==> config.mk <==
export PLATFORM = sky130hd
export DESIGN_NAME = move_to_front_list
export DESIGN_NICKNAME = d
export VERILOG_FILES = /design/src/mtf_pkg.sv /design/src/mtf_mem.sv /design/src/move_to_front_list.sv
export SDC_FILE = /design/constraint.sdc
export NUM_CORES = 1
export LEC_CHECK = 0
export ABC_AREA = 1
export BUFFER_PORTS_ARGS = -buffer_cell sky130_fd_sc_hd__clkbuf_2
export CELL_PAD_IN_SITES_DETAIL_PLACEMENT = 1
export CELL_PAD_IN_SITES_GLOBAL_PLACEMENT = 2
export CORE_ASPECT_RATIO = 1.75
export CORE_MARGIN = 2
export CORE_UTILIZATION = 48
export DETAILED_ROUTE_END_ITERATION = 10
export MAX_ROUTING_LAYER = met4
export PLACE_DENSITY = 0.84
export SLEW_MARGIN = 20
export SYNTH_ARGS = -nofsm -noshare
export SYNTH_HDL_FRONTEND = slang
export SYNTH_SLANG_ARGS = --single-unit
==> constraint.sdc <==
create_clock -name clk -period 9.4 [get_ports clk]
set_input_delay 2.82 -clock clk [delete_from_list [all_inputs] [get_ports clk]]
set_output_delay 2.82 -clock clk [all_outputs]
set_load 0.02 [all_outputs]
==> src/mtf_pkg.sv <==
// Shared types and constants for the move-to-front list.
package mtf_pkg;

  localparam int DATA_W = 32;

  localparam logic ACT_APPEND = 1'b0;
  localparam logic ACT_SEARCH = 1'b1;

  typedef enum logic [2:0] {
    ST_IDLE,
    ST_SCAN,
    ST_SHIFT,
    ST_HEAD,
    ST_RESULT
  } state_t;

endpackage

==> src/mtf_mem.sv <==
// Single-write, single-read list storage with registered read data.
module mtf_mem #(
  parameter int DEPTH  = 16,
  parameter int ADDR_W = $clog2(DEPTH)
) (
  input  logic                       clk,
  input  logic                       we,
  input  logic [ADDR_W-1:0]          waddr,
  input  logic [mtf_pkg::DATA_W-1:0] wdata,
  input  logic [ADDR_W-1:0]          raddr,
  output logic [mtf_pkg::DATA_W-1:0] rdata
);

  logic [mtf_pkg::DATA_W-1:0] mem [DEPTH];

  always_ff @(posedge clk) begin
    if (we) begin
      mem[waddr] <= wdata;
    end
    rdata <= mem[raddr];
  end

endmodule

==> src/move_to_front_list.sv <==
// Move-to-front list: sequencer, entry count, shared comparator and storage.
//
// Usage: drive action and value and raise start; the item is taken at the
// rising edge where start is high and busy is low. busy stays high until the
// result has been shown. Exactly one result follows each item: done is high
// for one cycle with found and dropped valid in that same cycle. The
// receiver cannot stall; a result must be taken when done is high.
// Append: the write is made in the accept cycle, then done is shown.
// A full list refuses the value and reports dropped.
// Search: the storage is read one entry per cycle from the head and compared
// by a single 32-bit comparator until a hit or the end of the list; an empty
// list goes straight to the result, and a hit at the head writes nothing. A
// hit at position p > 0 shifts the p entries ahead of it back one place,
// then writes the value at the head. The single write port of the storage
// sets the shift rate of one entry per cycle.
// Reset (rst, synchronous) empties the list and returns to idle; stored
// entries are not cleared since nothing reads beyond the count.
module move_to_front_list #(
  parameter int CAPACITY = 16
) (
  input  logic        clk,
  input  logic        rst,
  input  logic        start,
  input  logic        action,
  input  logic signed [31:0] value,
  output logic        busy,
  output logic        done,
  output logic        found,
  output logic        dropped
);

  localparam int AW = (CAPACITY > 1) ? $clog2(CAPACITY) : 1;
  localparam int CW = $clog2(CAPACITY + 1);
  localparam logic [CW-1:0] CAP = CW'(CAPACITY);

  mtf_pkg::state_t state, state_next;
  logic [CW-1:0] count, count_next;
  logic [CW-1:0] idx, idx_next;
  logic [mtf_pkg::DATA_W-1:0] val, val_next;
  logic hit, hit_next;
  logic drop, drop_next;

  logic                       we;
  logic [AW-1:0]              waddr;
  logic [mtf_pkg::DATA_W-1:0] wdata;
  logic [AW-1:0]              raddr;
  logic [mtf_pkg::DATA_W-1:0] rdata;

  logic [CW-1:0] idx_p1, idx_m1, idx_m2;
  logic match, full, accept;

  assign idx_p1 = idx + CW'(1);
  assign idx_m1 = idx - CW'(1);
  assign idx_m2 = idx - CW'(2);
  assign match  = (rdata == val);
  assign full   = (count == CAP);
  assign accept = start && (state == mtf_pkg::ST_IDLE);

  mtf_mem #(
    .DEPTH  (CAPACITY),
    .ADDR_W (AW)
  ) u_mem (
    .clk   (clk),
    .we    (we),
    .waddr (waddr),
    .wdata (wdata),
    .raddr (raddr),
    .rdata (rdata)
  );

  // next state
  always_comb begin
    state_next = state;
    case (state)
      mtf_pkg::ST_IDLE: begin
        if (start) begin
          if (action == mtf_pkg::ACT_APPEND || count == '0) begin
            state_next = mtf_pkg::ST_RESULT;
          end else begin
            state_next = mtf_pkg::ST_SCAN;
          end
        end
      end
      mtf_pkg::ST_SCAN: begin
        if (match) begin
          state_next = (idx == '0) ? mtf_pkg::ST_RESULT : mtf_pkg::ST_SHIFT;
        end else if (idx_p1 == count) begin
          state_next = mtf_pkg::ST_RESULT;
        end
      end
      mtf_pkg::ST_SHIFT: begin
        if (idx == CW'(1)) begin
          state_next = mtf_pkg::ST_HEAD;
        end
      end
      mtf_pkg::ST_HEAD:   state_next = mtf_pkg::ST_RESULT;
      mtf_pkg::ST_RESULT: state_next = mtf_pkg::ST_IDLE;
      default:            state_next = mtf_pkg::ST_IDLE;
    endcase
  end

  // datapath and storage control
  always_comb begin
    we         = 1'b0;
    waddr      = idx[AW-1:0];
    wdata      = rdata;
    raddr      = idx[AW-1:0];
    count_next = count;
    idx_next   = idx;
    val_next   = val;
    hit_next   = hit;
    drop_next  = drop;
    case (state)
      mtf_pkg::ST_IDLE: begin
        raddr = '0;
        if (start) begin
          val_next  = value;
          idx_next  = '0;
          hit_next  = 1'b0;
          drop_next = 1'b0;
          if (action == mtf_pkg::ACT_APPEND) begin
            if (full) begin
              drop_next = 1'b1;
            end else begin
              we         = 1'b1;
              waddr      = count[AW-1:0];
              wdata      = value;
              count_next = count + CW'(1);
            end
          end
        end
      end
      mtf_pkg::ST_SCAN: begin
        if (match) begin
          hit_next = 1'b1;
          raddr    = idx_m1[AW-1:0];
        end else begin
          idx_next = idx_p1;
          raddr    = idx_p1[AW-1:0];
        end
      end
      mtf_pkg::ST_SHIFT: begin
        // entry idx-1 was read last cycle; move it back one place
        we       = 1'b1;
        waddr    = idx[AW-1:0];
        wdata    = rdata;
        idx_next = idx_m1;
        raddr    = idx_m2[AW-1:0];
      end
      mtf_pkg::ST_HEAD: begin
        we    = 1'b1;
        waddr = '0;
        wdata = val;
      end
      default: begin
      end
    endcase
  end

  always_ff @(posedge clk) begin
    if (rst) begin
      state <= mtf_pkg::ST_IDLE;
      count <= '0;
      hit   <= 1'b0;
      drop  <= 1'b0;
    end else begin
      state <= state_next;
      count <= count_next;
      hit   <= hit_next;
      drop  <= drop_next;
    end
    idx <= idx_next;
    val <= val_next;
  end

  assign busy    = (state != mtf_pkg::ST_IDLE);
  assign done    = (state == mtf_pkg::ST_RESULT);
  assign found   = hit;
  assign dropped = drop;

  a_done_pulse: assert property (@(posedge clk) disable iff (rst) done |=> !done)
    else $error("done held longer than one cycle");

  a_count_range: assert property (@(posedge clk) disable iff (rst) count <= CAP)
    else $error("entry count above capacity");

  a_flags_excl: assert property (@(posedge clk) disable iff (rst)
    done |-> !(found && dropped))
    else $error("found and dropped both set");

  a_append_grow: assert property (@(posedge clk) disable iff (rst)
    (accept && action == mtf_pkg::ACT_APPEND && !full) |=>
      (count == $past(count) + CW'(1)))
    else $error("append did not grow the list");

  a_count_hold: assert property (@(posedge clk) disable iff (rst)
    busy |=> $stable(count))
    else $error("count changed while busy");

endmodule
==> results.json <==
{
  "status": "complete, no violations",
  "pwr-share-clk_pct": 26.4,
  "pin_count": 40,
  "cts_hold_buf": 0,
  "vias": 16528,
  "ys_seq_area_share_pct": 66.7,
  "fillers": 5419,
  "cp.arrival_ps": 6130,
  "die_w_um": 180,
  "dpl_cell_area_mm2": 0.0270,
  "max_freq_mhz": 171,
  "cp-start-kind": "input port",
  "firstDrtPassIters": 5,
  "clk_latency_ps": 600,
  "fp-row-count": 112,
  "layout_commonest_cell": "edfxtp_1",
  "design.core.area_mm2": 0.0534,
  "cts.htree.levels": 2,
  "synth_area_leaders": "edfxtp_1 (64%), mux2_2 (8.3%), nand2_1 (6.0%)",
  "synth_top_family_by_area": "simple AND/OR/NAND/NOR gates",
  "synth_edf_count": 549,
  "swShare_pct": 34.4,
  "drt_iter0_drc": 1374,
  "final_layout_size_suffix_gt1_share_pct": 18.8,
  "cts_buffers": 53,
  "regArea_mm2": 0.0173,
  "clockRootBuffer": "clkbuf_16",
  "hold_viol": 0,
  "critPathMaxFanout": 35,
  "critPathBufInv": 5,
  "power_uw": 8210,
  "clk_pin_slew_worst_paths_ps": 70,
  "required_ps": 9690,
  "path_delay_family": "simple AND/OR/NAND/NOR gates",
  "grt_pass1_wl_um": 110000,
  "min_path_type": "reg -> reg",
  "layout.nets": 2188,
  "maxSlewViolCount": 0,
  "setup_ws_ps": 3560,
  "die-area_mm2": 0.0560,
  "postCtsSetupBuffers": 0,
  "synth-compound-area-share_pct": 2.46,
  "max_slew_margin_pct": 20.5,
  "yosysWarningCount": 0,
  "wire_per_inst_um": 25.8,
  "initial_core_util_pct": 48.6,
  "syn-mean-instance-area_um2": 12.3,
  "multi_input_area_mm2": 0.00726,
  "synth-main-ff-cell": "edfxtp_1",
  "drc": 0,
  "synthSimpleGateAreaFrac_pct": 12.4,
  "tritoncts": "built",
  "synthArstFlopShare_pct": 0,
  "syn_inst": 2108,
  "setup_tns_ps": 0,
  "io_buffers": 39,
  "tightest_slew_ps": 1190,
  "die_h_um": 312,
  "hpwl_um": 41100,
  "final_cell_mix": "edfxtp_1 (549), nand2_1 (413), nand3_1 (273)",
  "p_leak_uw": 0.0109,
  "clock_path_buffers": 3,
  "min_period_ps": 5840,
  "pwr-share-comb_pct": 30.0,
  "crit_type": "in -> reg",
  "fin_skew_ps": 18.2,
  "drt_wl_total_um": 74100,
  "critPathMaxStageDelay_ps": 940,
  "synthXorXnorAreaFrac_pct": 0.877,
  "yosysTopAreaCell": "edfxtp_1",
  "antenna_found_initial": 1,
  "vdd_drop_max_mv": 0.154,
  "max_cap_violations": 0,
  "switchingPower_uw": 2820,
  "muxShareOfSynthArea_pct": 10.8,
  "rsz0062_at_grt": "no",
  "internal_power_uw": 5390,
  "vias_per_cell": 5.75,
  "synth_fp_nets": 2153,
  "grt_pass1_vias": 17803,
  "cts_resized": 0,
  "crit_path_end_kind": "register",
  "preCtsSetupSlack_ps": 2930,
  "design_area_mm2": 0.0288,
  "fin_crit_sh_pct": 62.2,
  "slowest_stage": "nor2_4",
  "synthDistinctLibCells": 37,
  "ff2ff_setup_slack_ps": 4100,
  "grt.overflow.total": 0,
  "antenna_left": 0,
  "place.gp.congestion": 0.818,
  "cts.sinks": 591,
  "grt_usage_pct": 27.0,
  "p_seq_share_pct": 43.5,
  "syn_area_mm2": 0.0260,
  "powerDensity_mw_per_mm2": 285,
  "yosys.area_share.adder_pct": 0.434,
  "cp_cell_sequence": "clkbuf_2 > inv_1 > nor2_1 > nand2_1 > nor2_4 > buf_4 > inv_1 > o22ai_1 > nand3_1 > nor2_4 > buf_4",
  "ys_seq_elements": 591,
  "yosysTopAreaCellShare_pct": 63.5,
  "setup_viol": 0,
  "areaGrowthSynthToFinish_pct": 11.0,
  "grt_max_degree": 178
}
[routing by layer]
metal / share of wire, % / GRT usage, %
met4: 4.3 / 11.8
met1: 39 / 32.8
met3: 5.9 / 4.27
met5: 0 / -
met2: 50 / 44.9
[cells in the mapped netlist (all sizes together), types with 5 or more instances]
cell type / count
nor2: 54
o22ai: 25
nand2: 417
xnor2: 21
nand3: 276
mux2: 192
inv: 278
o21ai: 21
a221o: 7
o2111ai: 15
edfxtp: 549
clkbuf: 25
buf: 77
a21oi: 19
xor2: 5
dfxtp: 42
mux2i: 64
ha: 9
[through the flow]
step	instances	util (%)	hold slack, ps
after global routing	2872	53.9	511
final	2872	53.9	480
after detailed placement	2771	50.6	479
after global placement	2767	50.4	471
after CTS	2870	53.8	489
after floorplan	2108	-	476
[path summary, 6_finish.rpt]
check / startpoint / endpoint / depth (start not counted)
setup / recovery: start / u_mem.mem[10][0] / 11
hold / removal: found / found / 2
setup reg to reg: state[1] / u_mem.mem[10][0] / 11
hold reg to reg: found / found / 2
[layout make-up]
class	instances	share of cell area, %
inverters	278	3.62
well taps	684	2.97
flip-flops and latches	591	60.2
clock buffers	65	4.98
clock inverters	34	0.956
repair buffers	82	2.09
multi-input cells	1137	25.2
diodes	1	0.00869
[worst register-to-register path, stage by stage, from the launching register on]
cell and delay, ps:
dfxtp_1 500, nand3_2 110, buf_4 340, nand2_2 150, buf_4 410, clkinv_1 1050
nor2_2 510, o22ai_1 170, inv_1 110, nand3_1 320, nor2_4 940, buf_4 370
[power by group through the flow]
stage	Sequential, µW	Combinational [µW]	Clock (µW)
after floorplan	3590	1650	0
after global placement	3620	2340	0
after detailed placement	3630	2430	0
after CTS	3580	2450	2200
after global routing	3590	2700	2290
final	3570	2470	2170
[registers in the layout, summed over array words and instances (netlist names)]
signal / cells
u_mem.rdata: 32
count: 5
idx: 5
u_mem.mem: 512
found: 1
dropped: 1
val: 32
state: 3
[logic make-up after synthesis]
logic type | after synthesis
AND/OR/NAND/NOR | 751
flip-flops | 591
buffers and inverters | 380
multiplexers | 256
AO/OA/AOI/OAI | 95
XOR/XNOR | 26
adder cells (fa/ha/maj) | 9
Power figures use the tool's default switching activity.
